[src/rtl/rrd_pkg.sv]
// rrd_pkg: shared types and codes for the row record decoder
// result kinds, register indexes, controller command and status structs
// no dependencies
package rrd_pkg;

  localparam int COL_W   = 5;   // column counter, holds 0..16
  localparam int KIND_W  = 3;
  localparam int WORD_W  = 32;
  localparam int BYTE_W  = 8;
  localparam int BMAP_W  = 16;
  localparam int CFG_W   = 16;
  localparam int OUT_W   = 80;  // output tdata, padded to whole bytes

  // result kinds
  localparam logic [KIND_W-1:0] KIND_NULL   = 3'd0;
  localparam logic [KIND_W-1:0] KIND_INT    = 3'd1;
  localparam logic [KIND_W-1:0] KIND_SSTART = 3'd2;
  localparam logic [KIND_W-1:0] KIND_SBYTE  = 3'd3;
  localparam logic [KIND_W-1:0] KIND_EMPTY  = 3'd4;

  // configuration register indexes
  localparam logic REG_COLUMN_COUNT = 1'b0;
  localparam logic REG_INT_MASK     = 1'b1;

  // controller to datapath
  typedef struct packed {
    logic              bmap_lo;   // store low bitmap byte
    logic              bmap_hi;   // store high bitmap byte
    logic              asm_we;    // store field byte at asm_pos
    logic [1:0]        asm_pos;
    logic              rem_load;  // load string byte count
    logic              rem_dec;
    logic              col_clear;
    logic              col_inc;
    logic              emit;      // write a result into the output register
    logic [KIND_W-1:0] kind;
    logic              col_done;
    logic              row_done;
  } ctl_cmd_t;

  // datapath to controller
  typedef struct packed {
    logic out_free;      // output register can take a result this cycle
    logic cc_zero;       // row has no columns
    logic first_present; // column 0 present in the stored bitmap
    logic col_in_range;  // current column below column count
    logic cur_present;   // current column present
    logic next_present;  // following column present
    logic row_end;       // current column is the last one of the row
    logic is_int;        // current column is an integer
    logic word_zero;     // assembled word is zero
    logic rem_last;      // last string byte
  } ctl_stat_t;

endpackage

[src/rtl/row_record_decoder.sv]
// row_record_decoder: top level of the serialized row decoder
// joins rrd_ctrl and rrd_datapath; depends on rrd_pkg
//
// Usage
//   s_axis carries the row stream, one byte per word in s_axis_tdata. A row
//   is a 16-bit little-endian null bitmap, then for each present column a
//   4-byte little-endian integer or a 4-byte length and that many bytes.
//   m_axis carries one result per word: kind in m_axis_tuser, row end in
//   m_axis_tlast, the other fields in m_axis_tdata.
//   cfg_we / cfg_index / cfg_data write the column count (index 0, saturated
//   to MAX_COLUMNS) and integer_column_mask (index 1) between rows.
// Timing
//   One input byte a cycle while the receiver takes results and no null
//   result is being emitted; a result appears in the output register in
//   the cycle after its byte is taken. Each null column emits one null
//   result with s_axis_tready low; the next column's bytes follow at once.
// Reset
//   rst clears configuration to zero and returns to waiting for a bitmap.
//   When m_axis_tready is low the held result stays and input stops.
module row_record_decoder #(
  parameter int MAX_COLUMNS = 16
) (
  input  logic                          clk,
  input  logic                          rst,
  input  logic                          cfg_we,
  input  logic                          cfg_index,
  input  logic [rrd_pkg::CFG_W-1:0]     cfg_data,
  input  logic                          s_axis_tvalid,
  output logic                          s_axis_tready,
  // [7:0] record_byte
  input  logic [rrd_pkg::BYTE_W-1:0]    s_axis_tdata,
  output logic                          m_axis_tvalid,
  input  logic                          m_axis_tready,
  // [3:0] column_index, [35:4] integer_value, [67:36] string_length,
  // [75:68] string_byte, [76] column_done, [79:77] zero
  output logic [rrd_pkg::OUT_W-1:0]     m_axis_tdata,
  // [2:0] result_kind
  output logic [rrd_pkg::KIND_W-1:0]    m_axis_tuser,
  // row_done
  output logic                          m_axis_tlast
);
  import rrd_pkg::*;

  ctl_cmd_t  cmd;
  ctl_stat_t stat;

  rrd_ctrl u_ctrl (
    .clk       (clk),
    .rst       (rst),
    .in_tvalid (s_axis_tvalid),
    .in_tready (s_axis_tready),
    .stat      (stat),
    .cmd       (cmd)
  );

  rrd_datapath #(
    .MAX_COLUMNS (MAX_COLUMNS)
  ) u_datapath (
    .clk        (clk),
    .rst        (rst),
    .cfg_we     (cfg_we),
    .cfg_index  (cfg_index),
    .cfg_data   (cfg_data),
    .in_byte    (s_axis_tdata),
    .cmd        (cmd),
    .stat       (stat),
    .out_tvalid (m_axis_tvalid),
    .out_tready (m_axis_tready),
    .out_tdata  (m_axis_tdata),
    .out_tuser  (m_axis_tuser),
    .out_tlast  (m_axis_tlast)
  );

endmodule

[src/rtl/rrd_ctrl.sv]
// rrd_ctrl: row parsing state machine
// walks bitmap, field bytes, string bytes and null runs; drives rrd_datapath
// depends on rrd_pkg
module rrd_ctrl (
  input  logic               clk,
  input  logic               rst,
  input  logic               in_tvalid,
  output logic               in_tready,
  input  rrd_pkg::ctl_stat_t stat,
  output rrd_pkg::ctl_cmd_t  cmd
);
  import rrd_pkg::*;

  localparam logic [2:0] ST_BM0    = 3'd0;
  localparam logic [2:0] ST_BM1    = 3'd1;
  localparam logic [2:0] ST_FIELD  = 3'd2;
  localparam logic [2:0] ST_STRING = 3'd3;
  localparam logic [2:0] ST_ADV    = 3'd4;

  logic [2:0] state, state_next;
  logic [1:0] pos, pos_next;
  logic       take;

  assign in_tready = (state != ST_ADV) && stat.out_free;
  assign take      = in_tvalid && in_tready;

  // state and byte position registers
  always_ff @(posedge clk) begin
    if (rst) begin
      state <= ST_BM0;
      pos   <= 2'd0;
    end else begin
      state <= state_next;
      pos   <= pos_next;
    end
  end

  // next state and commands
  always_comb begin
    state_next    = state;
    pos_next      = pos;
    cmd           = '0;
    cmd.asm_pos   = pos;
    cmd.kind      = KIND_NULL;
    unique case (state)
      ST_BM0: begin
        if (take) begin
          cmd.bmap_lo = 1'b1;
          state_next  = ST_BM1;
        end
      end
      ST_BM1: begin
        if (take) begin
          cmd.bmap_hi   = 1'b1;
          cmd.col_clear = 1'b1;
          if (stat.cc_zero) begin
            cmd.emit     = 1'b1;
            cmd.kind     = KIND_EMPTY;
            cmd.row_done = 1'b1;
            state_next   = ST_BM0;
          end else if (stat.first_present) begin
            state_next = ST_FIELD;
          end else begin
            state_next = ST_ADV;
          end
          pos_next = 2'd0;
        end
      end
      ST_FIELD: begin
        if (take) begin
          if (pos != 2'd3) begin
            cmd.asm_we = 1'b1;
            pos_next   = pos + 2'd1;
          end else begin
            pos_next = 2'd0;
            cmd.emit = 1'b1;
            if (stat.is_int || stat.word_zero) begin
              // column completes on this word
              cmd.kind      = stat.is_int ? KIND_INT : KIND_SSTART;
              cmd.col_done  = 1'b1;
              cmd.row_done  = stat.row_end;
              cmd.col_clear = stat.row_end;
              cmd.col_inc   = !stat.row_end;
              state_next    = stat.row_end ? ST_BM0 :
                              (stat.next_present ? ST_FIELD : ST_ADV);
            end else begin
              cmd.kind     = KIND_SSTART;
              cmd.rem_load = 1'b1;
              state_next   = ST_STRING;
            end
          end
        end
      end
      ST_STRING: begin
        if (take) begin
          cmd.rem_dec = 1'b1;
          cmd.emit    = 1'b1;
          cmd.kind    = KIND_SBYTE;
          if (stat.rem_last) begin
            cmd.col_done  = 1'b1;
            cmd.row_done  = stat.row_end;
            cmd.col_clear = stat.row_end;
            cmd.col_inc   = !stat.row_end;
            state_next    = stat.row_end ? ST_BM0 :
                            (stat.next_present ? ST_FIELD : ST_ADV);
          end
        end
      end
      ST_ADV: begin
        // one null result per cycle while the output register is free, until a present column or the row end
        if (!stat.col_in_range) begin
          cmd.col_clear = 1'b1;
          state_next    = ST_BM0;
        end else if (stat.cur_present) begin
          state_next = ST_FIELD;
        end else if (stat.out_free) begin
          cmd.emit      = 1'b1;
          cmd.kind      = KIND_NULL;
          cmd.col_done  = 1'b1;
          cmd.row_done  = stat.row_end;
          cmd.col_clear = stat.row_end;
          cmd.col_inc   = !stat.row_end;
          state_next    = stat.row_end ? ST_BM0 :
                          (stat.next_present ? ST_FIELD : ST_ADV);
        end
      end
      default: begin
        state_next = ST_BM0;
      end
    endcase
  end

endmodule

[src/rtl/rrd_datapath.sv]
// rrd_datapath: configuration, bitmap, column counter, field assembly,
// string byte counter and the output register
// depends on rrd_pkg
module rrd_datapath #(
  parameter int MAX_COLUMNS = 16
) (
  input  logic                           clk,
  input  logic                           rst,
  input  logic                           cfg_we,
  input  logic                           cfg_index,
  input  logic [rrd_pkg::CFG_W-1:0]      cfg_data,
  input  logic [rrd_pkg::BYTE_W-1:0]     in_byte,
  input  rrd_pkg::ctl_cmd_t              cmd,
  output rrd_pkg::ctl_stat_t             stat,
  output logic                           out_tvalid,
  input  logic                           out_tready,
  output logic [rrd_pkg::OUT_W-1:0]      out_tdata,
  output logic [rrd_pkg::KIND_W-1:0]     out_tuser,
  output logic                           out_tlast
);
  import rrd_pkg::*;

  localparam int CW = $clog2(MAX_COLUMNS + 1);

  logic [CW-1:0]      col_limit;
  logic [BMAP_W-1:0]  int_mask;
  logic [BMAP_W-1:0]  bitmap;
  logic [COL_W-1:0]   col;
  logic [23:0]        asm_word;
  logic [WORD_W-1:0]  rem;
  logic [WORD_W-1:0]  word;
  logic [COL_W-1:0]   cc5;
  logic [COL_W-1:0]   col_nxt;

  // output register fields
  logic [3:0]         o_col;
  logic [KIND_W-1:0]  o_kind;
  logic [WORD_W-1:0]  o_ival;
  logic [WORD_W-1:0]  o_slen;
  logic [BYTE_W-1:0]  o_sbyte;
  logic               o_cdone;
  logic               o_rdone;

  // configuration registers, column count saturates
  always_ff @(posedge clk) begin
    if (rst) begin
      col_limit <= '0;
      int_mask  <= '0;
    end else if (cfg_we) begin
      case (cfg_index)
        REG_COLUMN_COUNT: begin
          col_limit <= (cfg_data[4:0] > 5'(MAX_COLUMNS)) ? CW'(MAX_COLUMNS)
                                                         : CW'(cfg_data[4:0]);
        end
        REG_INT_MASK: int_mask <= cfg_data;
        default: ;
      endcase
    end
  end

  // row state
  always_ff @(posedge clk) begin
    if (rst) begin
      bitmap <= '0;
      col    <= '0;
      rem    <= '0;
    end else begin
      if (cmd.bmap_lo) bitmap <= {8'h00, in_byte};
      if (cmd.bmap_hi) bitmap[15:8] <= in_byte;
      if (cmd.col_clear)    col <= '0;
      else if (cmd.col_inc) col <= col_nxt;
      if (cmd.rem_load)     rem <= word;
      else if (cmd.rem_dec) rem <= rem - WORD_W'(1);
    end
  end

  // low three bytes of a field word
  always_ff @(posedge clk) begin
    if (cmd.asm_we) begin
      case (cmd.asm_pos)
        2'd0:    asm_word[7:0]   <= in_byte;
        2'd1:    asm_word[15:8]  <= in_byte;
        default: asm_word[23:16] <= in_byte;
      endcase
    end
  end

  assign word    = {in_byte, asm_word};
  assign cc5     = COL_W'(col_limit);
  assign col_nxt = col + COL_W'(1);

  // status to the controller
  always_comb begin
    stat.out_free      = !out_tvalid || out_tready;
    stat.cc_zero       = (col_limit == '0);
    stat.first_present = bitmap[0];
    stat.col_in_range  = (col < cc5);
    stat.cur_present   = (col < cc5) && bitmap[col[3:0]];
    stat.next_present  = (col_nxt < cc5) && bitmap[col_nxt[3:0]];
    stat.row_end       = (col_nxt >= cc5);
    stat.is_int        = int_mask[col[3:0]];
    stat.word_zero     = (word == '0);
    stat.rem_last      = (rem == WORD_W'(1));
  end

  // output register
  always_ff @(posedge clk) begin
    if (rst) begin
      out_tvalid <= 1'b0;
    end else if (cmd.emit) begin
      out_tvalid <= 1'b1;
    end else if (out_tready) begin
      out_tvalid <= 1'b0;
    end
  end

  always_ff @(posedge clk) begin
    if (cmd.emit) begin
      o_col   <= (cmd.kind == KIND_EMPTY) ? 4'd0 : col[3:0];
      o_kind  <= cmd.kind;
      o_ival  <= (cmd.kind == KIND_INT) ? word : '0;
      o_slen  <= (cmd.kind == KIND_SSTART) ? word : '0;
      o_sbyte <= (cmd.kind == KIND_SBYTE) ? in_byte : '0;
      o_cdone <= cmd.col_done;
      o_rdone <= cmd.row_done;
    end
  end

  assign out_tdata = {3'b000, o_cdone, o_sbyte, o_slen, o_ival, o_col};
  assign out_tuser = o_kind;
  assign out_tlast = o_rdone;

endmodule
[config.mk]
export PLATFORM = sky130hd
export DESIGN_NAME = row_record_decoder
export DESIGN_NICKNAME = d
export VERILOG_FILES = /design/src/rtl/rrd_pkg.sv /design/src/rtl/row_record_decoder.sv /design/src/rtl/rrd_ctrl.sv /design/src/rtl/rrd_datapath.sv
export SDC_FILE = /design/constraint.sdc
export NUM_CORES = 1
export LEC_CHECK = 0
export BUFFER_PORTS_ARGS = -buffer_cell sky130_fd_sc_hd__buf_2
export CAP_MARGIN = 20
export CORE_ASPECT_RATIO = 2
export CORE_MARGIN = 3
export CORE_UTILIZATION = 55
export DETAILED_ROUTE_END_ITERATION = 8
export PLACE_DENSITY = 0.77
export SLEW_MARGIN = 20
export SYNTH_ARGS = -nofsm -noshare
export SYNTH_HDL_FRONTEND = slang
export SYNTH_SLANG_ARGS = --single-unit
[constraint.sdc]
create_clock -name clk -period 14 [get_ports clk]
set_input_delay 1.4 -clock clk [delete_from_list [all_inputs] [get_ports clk]]
set_output_delay 1.4 -clock clk [all_outputs]
set_load 0.02 [all_outputs]
-- Word level (Yosys, flattened, before mapping)
Cells that the tools add are included.
- add/subtract/negate cells: 3
- magnitude comparators: 6
- equality and inequality tests: 19
- muxes and demuxes: 65
- bitwise operators: 2
- reductions and logical operators: 25
- operators by type and width (kind ; number):
    32-bit 2-to-1 mux ; 2
    3-bit 2-to-1 mux ; 15
    8-bit 2-to-1 mux ; 5
    32-bit by 1-bit equality test with 1-bit output, second input constant ; 1
    32-bit zero test ; 1
    32-bit by 1-bit subtractor with 32-bit output, second input constant ; 1
    1-bit 2-to-1 mux ; 19
    16-bit 2-to-1 mux ; 1
    2-bit 2-to-1 mux ; 8
    4-bit case mux with 4 select lines ; 1
    3-bit case mux with 5 select lines ; 1
    1-bit binary-select mux with 4-bit select ; 3
    3-bit by 2-bit equality test with 1-bit output, second input constant ; 4
    4-bit by 5-bit < comparator with 1-bit output, second input constant ; 2
    5-bit < comparator ; 2
    2-bit AND reduction ; 5
    9-bit 2-to-1 mux ; 1
    4-bit 2-to-1 mux ; 2
    2-bit by 1-bit inequality test with 1-bit output, second input constant ; 4
    1-bit case mux with 4 select lines ; 2
    2-bit nonzero test ; 4
    7-bit 2-to-1 mux ; 1
    7-bit AND reduction ; 1
    3-bit by 1-bit equality test with 1-bit output, second input constant ; 2
    other kinds (21) ; 32
- bits in registers: 185
- output and inout port bits: 86

-- Longest topological paths before layout
Gate-level depths: netlist of run 1.
- depth after elaboration: 10
- mapped depth: 11
- depth with buffers taken out: 10

-- Modules after synthesis
A second synthesis of run 1 with hierarchy kept.
- cells, all modules: 793
- area, all modules: 8604.5 um^2
- by module, submodules not included (module ; instances ; cells an instance ; area each (um^2) ; seq. area each (um^2)):
    rrd_datapath ; 1 ; 707 ; 8020.2 ; 4654.5
    rrd_ctrl ; 1 ; 86 ; 584.3 ; 100.1

-- Worst setup path before layout of run 1
OpenSTA, ideal clock, no wires.
- kind: flip-flop to flip-flop
- from: register u_datapath.col[2]
- to: register u_datapath.o_cdone (enable)
- setup time: 0.632 ns
- data arrival time: 7.320 ns
- data required time: 13.368 ns
- slack: 6.047 ns
- cell stages (with the launch flop): 8
- buffers on the path: 2
- cell sequence: dfxtp_1 > buf_2 > buf_4 > mux4_2 > mux2i_1 > mux2_2 > nand2_1 > o21ai_0
- RTL lines (element ; RTL line ; text):
    start, declared ; rrd_datapath.sv:28 ; logic [COL_W-1:0] col;
    start signal, assigned ; rrd_datapath.sv:71 ; else if (cmd.col_inc) col <= col_nxt;
    end signal, assigned ; rrd_datapath.sv:124 ; o_cdone <= cmd.col_done;
    end, declared ; rrd_datapath.sv:41 ; logic o_cdone;

==> summary.txt, run 1 <==
Synthesis
  – EDFF count, synth: 105
  – Largest family of logic cells by synthesized area: simple AND/OR/NAND/NOR gates
  – Adder-cell share of the synthesized area: 0.0242
  – Syn_area_per_cell: 10.8 um2
  – Register area share after synthesis: 0.575
  – Area leader, netlist: edfxtp_1
  – Largest cells by area after synthesis: edfxtp_1 (38%), dfxtp_1 (19%), and2_1 (5.1%), nand2_1 (3.9%), a21oi_1 (3.6%)
  – Yosys reg bits: 185
  – Yosys warns: 0
  – Synth Cell Area: 8260 um2
  – Compound-cell area share of the yosys netlist: 0.106
  – Xor/xnor cell area share of the yosys netlist: 0.0106
  – Gate Count Post-Synth: about 760
  – Post-synth top area share: 0.382
  – Synth Area in Simple Gates: 0.207
  – Prevailing post-synth register cell: edfxtp_1
  – Post-synth ARST share: 0
  – Synth cell types: 65
  – Post-synthesis mux area share: 0.0435

Detailed routing
  – Post-Route WL: 20.4 mm
  – Drt via density: approximately 5.9
  – Wire per inst: 19.1 um
  – Routed Antenna Nets: 0
  – Drt initial violations: 544
  – DRC: 0
  – Router iterations before antenna repair: 6
  – Via count: 6339

Placement
  – Worst slack, placed: 9250 ps
  – Placement Cell Area: 8950 um2
  – Number of port buffers: 112
  – HPWL Detailed: approximately 15 mm
  – Routability cong.: 0.925

Layout
  – Ant. Diodes: 0
  – Filler Cells Inserted: 1188
  – Final instance area: roughly 9500 um2
  – Layout Utilization: 0.657
  – Net count reported at finish: between 900 and 1000
  – Layout cells sized above 1: 0.201
  – Area delta synth->final: 15.3%

Clock tree
  – CTS resizes: 0
  – Clk root buf: clkbuf_16
  – Clock Sink Count: 185
  – CTS Hold Buffers Added: 0
  – Later-pin clock latency in the skew report: between 400 and 500 ps
  – Post-CTS Setup Bufs: 0
  – Buffer depth of the longest clock path: 2
  – H-Tree Depth: 4
  – Number of buffers created by CTS: 17
  – Reg clk slew, reported paths: ~70 ps
  – CTS tree: done

Worst setup path
  – Worst R2R Setup Slack: between 10000 and 15000 ps
  – Worst setup path category: in -> reg
  – Worst setup SP type: input port
  – Peak fanout along the critical path: 81
  – CP endpoint kind: flop
  – Worst EP arrival: 4020 ps
  – Worst-case reg-to-reg path depth: 6
  – CP required: 14050 ps

Worst hold path
  – Min-Delay Path Depth: 2
  – Worst hold path type: reg -> reg

GRT
  – Antenna violations before repair: 0
  – Vias in the first global route: 6248
  – Largest net degree at the start of global routing: 82
  – Overflow left after global routing: 0
  – GRT Total Usage: 0.254
  – First-pass GRT wire length: 31.9 mm

Floorplanning
  – Row cnt: just over 60
  – Core area: 14500 um2
  – Chip width: 92.7 um
  – Initial Util: 0.570
  – Die Y: approximately 180 um
  – Die footprint: about 17000 um2
  – IO Pins: 116

Pwr
  – Peak VDD IR: 0.0000924 V
  – LEAKAGE: 0.00355 uW
  – P per Cell Area: 125 nW/um2

STA
  – RSZ-0062 raised after global routing: false
  – Crit path time final: 3970 ps
  – Setup Viol. Count Final: 0
  – Slew Viols, Final: 0
  – Pin slew with the least headroom to its limit: 1020 ps
  – Final period utilization: 0.283
  – Hold WS: 454 ps
  – Final WS setup: between 10000 and 15000 ps
  – Fmax achieved: 252 MHz
  – Final hold violation count: 0
  – Max Clock Skew: between 8 and 9 ps
  – Slew headroom: 0.322
  – Fin Setup TNS: 0 ps

Run
  – Max_cap viols: 0

Outcome
  – Status: finished, final reports clean
path summary, 6_finish.rpt:
path	startpoint	endpoint
max reg2reg	u_datapath.col[2]	u_datapath.o_sbyte[2]
max	m_axis_tready	u_datapath.o_sbyte[2]
min reg2reg	u_datapath.int_mask[8]	u_datapath.int_mask[8]
min	u_datapath.int_mask[8]	u_datapath.int_mask[8]
state kept, by name (all words and copies together) (netlist names):
| name | count |
|---|---|
| u_ctrl.pos | 2 |
| u_ctrl.state | 3 |
| u_datapath.asm_word | 24 |
| u_datapath.bitmap | 16 |
| u_datapath.cc5 | 5 |
| u_datapath.col | 5 |
| u_datapath.int_mask | 16 |
| u_datapath.o_cdone | 1 |
| u_datapath.o_col | 4 |
| u_datapath.o_ival | 32 |
| u_datapath.o_sbyte | 8 |
| u_datapath.o_slen | 32 |
| u_datapath.out_tlast | 1 |
| u_datapath.out_tuser | 3 |
| u_datapath.out_tvalid | 1 |
| u_datapath.rem | 32 |
kinds of logic (layout without fill, tap and decap cells):
group | after synthesis | in the layout
AO/OA/AOI/OAI | 143 | 143
XOR/XNOR | 10 | 10
adder cells (fa/ha/maj) | 16 | 16
buffers and inverters | 66 | 175
flip-flops | 185 | 185
multiplexers | 22 | 22
other | 1 | 3
AND/OR/NAND/NOR | 321 | 321
cell usage in the layout (no fill, tap or decap), drive strengths merged, types with 18 or more instances in the layout:
master    n
nand2    86
nor2     55
dfxtp    80
and2     68
clkbuf   18
a21oi    59
nand3    24
edfxtp  105
inv      33
buf     117
o21ai    23
area by class of cell:
type                       count  area, um2  share of cell area
timing repair buffer         117        602              0.0632
clock buffer                  18        439              0.0461
tap                          192        240              0.0252
sequential                   185       4750               0.499
inverter                      26       97.6              0.0102
clock inverter                14        133              0.0139
multi-input combinational    515       3260               0.342
per-layer routing:
| layer | vias up | track usage | wire length, um |
|---|---|---|---|
| met5 | - | 0 | 0 |
| met3 | 88 | 0.0416 | 1060 |
| met1 | 2991 | 0.238 | 6360 |
| met2 | 292 | 0.484 | 11600 |
| li1 | 2968 | - | - |
| met4 | 0 | 0.187 | 1360 |
worst max-delay path: stages:
cell	delay [ps]
buf_2	100
nand2b_1	250
nand2_1	200
nor3_2	620
nand2_1	280
and3_1	260
o21ai_4	60
buf_4	710
where the power goes:
part	total [uW]	internal, uW	switching, uW
sequential	614	599	14.9
clock	459	240	219
combinational	114	35.6	78.3
synth_stat cells (3+ instances only):
master     number
a211oi_1        7
a21o_1          4
a21oi_1        59
a22oi_1        15
a2bb2oi_1       3
a31oi_1        14
and2_1         67
and3_1          3
buf_1           3
buf_2           6
buf_4           5
clkbuf_1       26
dfxtp_1        80
edfxtp_1      105
ha_1           16
inv_1          24
mux2i_1        10
mux4_2         11
nand2_1        86
nand2b_1        4
nand3_1        24
nand4_1         5
nor2_1         55
nor2b_1         4
nor3_1         14
nor3b_1         8
nor4_1         15
o211ai_1        6
o21ai_0        22
or2_0           3
or2_2           4
or3_1           6
or4_1           5
xnor2_1         6
xor2_1          4
per-stage QoR:
step	instances	power [uW]
2_1_floorplan	766	700
3_3_place_gp	1034	735
3_5_place_dp	1035	739
4_1_cts	1067	1190
5_1_grt	1067	1230
6_report	1067	1190
No activity file was read; power rests on OpenSTA's default activity.
==> run 2: changes to the inputs <==
- CORE_UTILIZATION: 55 -> 52
- PLACE_DENSITY: 0.77 -> 0.76
- clock period: 14 -> 3.21 ns (I/O delays scaled with it)
==> run 2 against run 1 <==
  * Non-clock buffer count grew 18
  * Final cell count up 2.2%
  * Design area grew 1.6%
  * Combinational power grew to 4.6 times the previous value
  * Largest power group unchanged
  * Sequential share of layout area down 0.76 points
  * Largest cell class unchanged
  * Highest routed layer unchanged
  * Critical path type is now reg -> reg
==> summary.txt, run 2 (synthesized netlist as in run 1, its figures left out) <==
Outcome
  – Status: finished, final reports clean

STA
  – RSZ-0062 raised after global routing: false
  – Slew Viols, Final: 0 (unchanged)
  – Final hold violation count: 0 (unchanged)
  – Final period utilization: 0.909
  – Slew headroom: 0.559 (+0.237)
  – Setup Viol. Count Final: 0 (unchanged)
  – Fmax achieved: 343 MHz
  – Final WS setup: 293 ps (-9740 ps)
  – Crit path time final: 2920 ps
  – Pin slew with the least headroom to its limit: 660 ps (-357 ps)
  – Max Clock Skew: 9.42 ps (+0.839 ps)

Clock tree
  – Clock Sink Count: 185 (unchanged)
  – Buffer depth of the longest clock path: 2 (unchanged)
  – Number of buffers created by CTS: 17 (unchanged)
  – CTS tree: done
  – Clk root buf: clkbuf_16
  – Reg clk slew, reported paths: 70 ps (about the same)
  – H-Tree Depth: 4 (unchanged)
  – CTS Hold Buffers Added: 0 (unchanged)
  – Later-pin clock latency in the skew report: 440 ps (about the same)
  – Post-CTS Setup Bufs: 0 (unchanged)
  – CTS resizes: 0 (unchanged)

Pwr
  – LEAKAGE: 0.00363 uW (+2.2%)
  – Part of the power in combinational logic: 0.100 (+0.004)
  – Reg power frac: 0.511 (-0.006)
  – P_int: 3880 uW (+340%)
  – Post-route total power: 5230 uW (+340%)
  – Psw: 1350 uW (+330%)
  – Peak VDD IR: 0.000466 V (+400%)
  – Clock power frac: 0.390 (+0.003)
  – P per Cell Area: 540 nW/um2 (+330%)
  – Sw Share: 0.259 (-0.00423)

Floorplanning
  – Initial Util: 0.535 (-0.0349)
  – Row cnt: 64 (+3.2%)
  – Core area: 15500 um2 (+6.5%)
  – Chip width: 95.1 um (+2.7%)
  – IO Pins: 116 (unchanged)
  – Die Y: 184 um (+2.7%)
  – Die footprint: 17500 um2 (+5.5%)

GRT
  – Vias in the first global route: 6169 (-1.3%)
  – Top Usage Layer GRT: met2
  – M2 GR Usage: 0.438 (-0.0466)
  – Met3 Usage GRT: 0.0478 (+0.00621)
  – Antenna violations before repair: 0 (unchanged)
  – GRT Total Usage: 0.240 (-0.0140)
  – First-pass GRT wire length: 31.4 mm (-1.4%)
  – Overflow left after global routing: 0 (unchanged)
  – Largest net degree at the start of global routing: 66 (-20%)
  – M1 GR Usage: 0.232 (-0.00615)

Placement
  – Routability cong.: 0.947 (+2.3%)
  – Number of port buffers: 112 (unchanged)
  – HPWL Detailed: 15.0 mm (+1.5%)
  – Worst slack, placed: 356 ps (-8900 ps)
  – Placement Cell Area: 9110 um2 (+1.8%)

Worst setup path
  – Worst R2R Setup Slack: 290 ps (-10200 ps)
  – Peak fanout along the critical path: 12 (-85%)
  – Worst EP arrival: 3270 ps (-750 ps)
  – Cell at the slowest stage of the critical path: dfxtp_1
  – CP required: 3570 ps (-10480 ps)
  – Worst setup SP type: flop
  – Critical path's largest stage delay: 590 ps (-120 ps)
  – CP endpoint kind: flop
  – Worst setup path category: reg -> reg
  – Critical-path cell list: ha_1 > xor2_1 > ha_1 > a21oi_1 > o21ai_0 > a31oi_1 > buf_4 > o211ai_1 > a31oi_1 > nor3_1 > a211oi_1

Detailed routing
  – Drt initial violations: 390 (-28%)
  – Routed Antenna Nets: 0 (unchanged)
  – Router iterations before antenna repair: 5 (-1)
  – Wire per inst: 18.5 um (-3.3%)
  – Post-Route WL: 20.2 mm (-1.1%)
  – DRC: 0 (unchanged)
  – Drt via density: 5.76 (-3.0%)
  – Via count: 6285 (-0.85%)

Run
  – Max_cap viols: 0 (unchanged)

Layout
  – Area delta synth->final: 17.1%
  – Largest regs: u_datapath.o_ival: 32 flops, u_datapath.o_slen: 32 flops, u_datapath.rem: 32 flops
  – Layout cells sized above 1: 0.216 (+0.0150)
  – Most common cell after layout, fill and taps aside: buf_2
  – Most frequent cells in the layout: buf_2 (112), edfxtp_1 (105), nand2_1 (85)
  – Net count reported at finish: 926 (+2.0%)
  – Final instance area: 9680 um2 (+1.6%)
  – Ant. Diodes: 0 (unchanged)

Worst hold path
  – Worst hold path type: in -> reg
-- run 2: changes by cell type in the layout (fill, tap and decap cells not counted), moves of 2 or more --
cell | previous run | this run
buf_4 | 4 | 22
clkinvlp_4 | 0 | 4
inv_6 | 1 | 5
clkinv_4 | 4 | 1
inv_8 | 5 | 2
clkbuf_1 | 0 | 2
inv_4 | 2 | 0
-- run 2: path summary, 6_finish.rpt --
| kind | startpoint | end | depth (start not counted) |
|---|---|---|---|
| setup / recovery | u_datapath.col[0] | u_ctrl.state[1] | 11 |
| hold / removal | cfg_data[10] | u_datapath.int_mask[10] | 3 |
| setup reg to reg | u_datapath.col[0] | u_ctrl.state[1] | 11 |
| hold reg to reg | u_datapath.int_mask[8] | u_datapath.int_mask[8] | 2 |
-- run 2: metrics by stage --
stage,setup TNS (ps),utilization,instances,hold WS [ps]
after floorplan,-4460,-,766,420
after global placement,0,0.589,1059,443
after detailed placement,0,0.589,1059,449
after CTS,0,0.626,1091,100
after global routing,0,0.626,1091,120
final,0,0.626,1091,112
-- run 2: critical path: cells and delay by family (launching register included) --
family	cells	cell delay, ps
AND/OR/NAND/NOR	1	70
AO/OA/AOI/OAI	6	1130
buffers and inverters	1	190
adder cells (fa/ha/maj)	2	580
flip-flops	1	590
XOR/XNOR	1	260
-- run 2: final cells by class --
| class | instances | area [um2] |
|---|---|---|
| fillers | 1298 | 5780 |
| clock inverters | 13 | 135 |
| clock buffers | 19 | 433 |
| well taps | 198 | 248 |
| flip-flops and latches | 185 | 4760 |
| inverters | 26 | 97.6 |
| multi-input cells | 515 | 3260 |
| repair buffers | 135 | 746 |
-- run 2: routing by layer --
metal | wire length [um] | vias to the layer above
li1 | - | 2990
met1 | 6620 | 2986
met2 | 11200 | 222
met3 | 886 | 87
met4 | 1430 | 0
met5 | 0 | -
-- run 2: power groups by stage --
stage / registers (uW) / clock network (uW) / logic [uW]
after floorplan: 2790 / 0 / 256
after global placement: 2720 / 0 / 516
after detailed placement: 2720 / 0 / 523
after CTS: 2670 / 2060 / 525
after global routing: 2680 / 2150 / 568
final: 2670 / 2040 / 522
==> run 3: changes to the inputs <==
- CORE_UTILIZATION: 52 -> 55
- PLACE_DENSITY: 0.76 -> 0.77
- clock period: 3.21 -> 3.4 ns (I/O delays scaled with it)
==> run 3 against run 2 <==
  * Die area decreased by 5.2%
  * Via count increased by 3.2%
  * Largest power group unchanged
  * Largest cell class unchanged
  * Highest routed layer unchanged
  * Non-clock buffer count decreased by 2
  * Final cell count decreased by 0.73%
==> summary.txt, run 3 (synthesized netlist as in run 1, its figures left out) <==
Outcome
  – Status: finished, final reports clean

Floorplanning
  – IO Pins: 116 (unchanged)
  – Chip width: 92.7 um (-2.6%)
  – Die Y: 179 um (-2.7%)
  – Row cnt: 62 (-3.1%)
  – Initial Util: 0.570 (+0.0349)
  – Die footprint: 16600 um2 (-5.2%)
  – Core area: 14500 um2 (-6.1%)

Worst setup path
  – Peak fanout along the critical path: 14 (+2)
  – CP endpoint kind: flop
  – Worst EP arrival: 3400 ps (+130 ps)
  – CP required: 3750 ps (+180 ps)
  – Worst setup path category: reg -> reg
  – Buf+Inv Stages, Crit Path: 1 (unchanged)
  – Critical path's largest stage delay: 770 ps (+180 ps)
  – Worst setup SP type: flop
  – Largest delay contributor family on the critical path: compound AO/OA/AOI/OAI gates
  – Critical-path cell list: buf_4 > mux2i_1 > nand3_1 > nand4_1 > a31oi_1 > o31ai_2 > o21ai_0 > a21oi_1
  – Cell at the slowest stage of the critical path: dfxtp_1

Layout
  – Area delta synth->final: 16.7%
  – Most common cell after layout, fill and taps aside: buf_2
  – Filler Cells Inserted: 1167 (-10%)
  – Most frequent cells in the layout: buf_2 (112), edfxtp_1 (105), nand2_1 (86)
  – Layout cells sized above 1: 0.215 (-0.000637)
  – Net count reported at finish: 924 (-0.22%)
  – Largest regs: u_datapath.o_ival: 32 flops, u_datapath.o_slen: 32 flops, u_datapath.rem: 32 flops
  – Final instance area: 9640 um2 (-0.35%)
  – Ant. Diodes: 0 (unchanged)

STA
  – Final hold violation count: 0 (unchanged)
  – Setup Viol. Count Final: 0 (unchanged)
  – Crit path time final: 3050 ps (+132 ps)
  – Final period utilization: 0.897 (-0.0120)
  – Slew headroom: 0.435 (-0.124)
  – RSZ-0062 raised after global routing: false
  – Fin Setup TNS: 0 ps (unchanged)
  – Pin slew with the least headroom to its limit: 847 ps (+187 ps)
  – Max Clock Skew: 8.50 ps (-0.918 ps)
  – Fmax achieved: 328 MHz (-4.3%)
  – Slew Viols, Final: 0 (unchanged)

Clock tree
  – CTS tree: done
  – Clock Sink Count: 185 (unchanged)
  – H-Tree Depth: 4 (unchanged)
  – Clk root buf: clkbuf_16
  – Number of buffers created by CTS: 17 (unchanged)
  – CTS Hold Buffers Added: 0 (unchanged)
  – Post-CTS Setup Bufs: 0 (unchanged)
  – Reg clk slew, reported paths: 70 ps (about the same)
  – Later-pin clock latency in the skew report: 440 ps (about the same)
  – CTS resizes: 0 (unchanged)
  – Buffer depth of the longest clock path: 2 (unchanged)

Detailed routing
  – Met3 WL post-DR: 1.11 mm (+26%)
  – Drt via density: 5.99 (+3.9%)
  – Routed Antenna Nets: 0 (unchanged)
  – Via count: 6484 (+3.2%)
  – Top layer in use: met4
  – Router iterations before antenna repair: 5 (unchanged)
  – WL met1: 6.41 mm (-3.2%)
  – DRC: 0 (unchanged)
  – Post-Route WL: 20.9 mm (+3.6%)
  – Drt initial violations: 387 (-0.77%)
  – Met2 WL: 11.9 mm (+6.0%)
  – Wire per inst: 19.3 um (+4.4%)

GRT
  – Antenna violations before repair: 0 (unchanged)
  – Overflow left after global routing: 0 (unchanged)
  – GRT Total Usage: 0.259 (+0.0183)
  – Largest net degree at the start of global routing: 72 (+9.1%)
  – Vias in the first global route: 6512 (+5.6%)
  – First-pass GRT wire length: 32.5 mm (+3.5%)

Placement
  – Routability cong.: 0.975 (+3.1%)
  – Number of port buffers: 112 (unchanged)
  – HPWL Detailed: 15.2 mm (+1.4%)
  – Placement Cell Area: 9080 um2 (-0.34%)

Run
  – Max_cap viols: 0 (unchanged)

Pwr
  – P per Cell Area: 505 nW/um2 (-6.4%)
  – LEAKAGE: 0.00361 uW (-0.39%)
  – Post-route total power: 4870 uW (-6.8%)
  – Peak VDD IR: 0.000383 V (-18%)

Worst hold path
  – Worst hold path type: in -> reg
-- run 3: tightest hold or removal path, stage by stage --
cell and delay [ps]:
buf_2 90, nand2_1 50, a21oi_1 50
-- run 3: metrics by stage --
stage / worst slack, ps / utilization / hold slack [ps] / std cells
global route: 81.6 / 0.665 / 142 / 1083
finish: 352 / 0.665 / 136 / 1083
floorplan: 3.21 / - / 433 / 766
detailed placement: 468 / 0.626 / 449 / 1051
global placement: 560 / 0.626 / 445 / 1051
CTS: 444 / 0.664 / 120 / 1083
-- run 3: routing by layer --
metal	vias up	global-route usage
met2	312	0.498
met3	89	0.0525
met5	-	0
met1	3100	0.231
li1	2983	-
met4	0	0.188
-- run 3: area by class of cell --
cell class / instances / area, um2 / share of cell area
multi-input cells: 515 / 3260 / 0.338
inverters: 26 / 97.6 / 0.0101
repair buffers: 133 / 731 / 0.0758
clock buffers: 17 / 425 / 0.0441
flip-flops and latches: 185 / 4750 / 0.493
well taps: 192 / 240 / 0.0249
clock inverters: 15 / 133 / 0.0138
-- run 3: worst paths after layout --
check / from / to / slack [ps] / cells past startpoint
worst max-delay path: u_datapath.col[2] / u_datapath.col[2] / 350 / 8
worst min-delay path: cfg_data[13] / u_datapath.int_mask[13] / 140 / 3
worst min register to register: u_datapath.int_mask[10] / u_datapath.int_mask[10] / 460 / 2
worst max register to register: u_datapath.col[2] / u_datapath.col[2] / 350 / 8
-- run 3: where the power goes --
group          internal (uW)  leakage, uW  switching [uW]
combinational            160      0.00178             332
sequential              2460      0.00156            53.9
clock                    962     0.000269             904
total                   3590      0.00361            1290
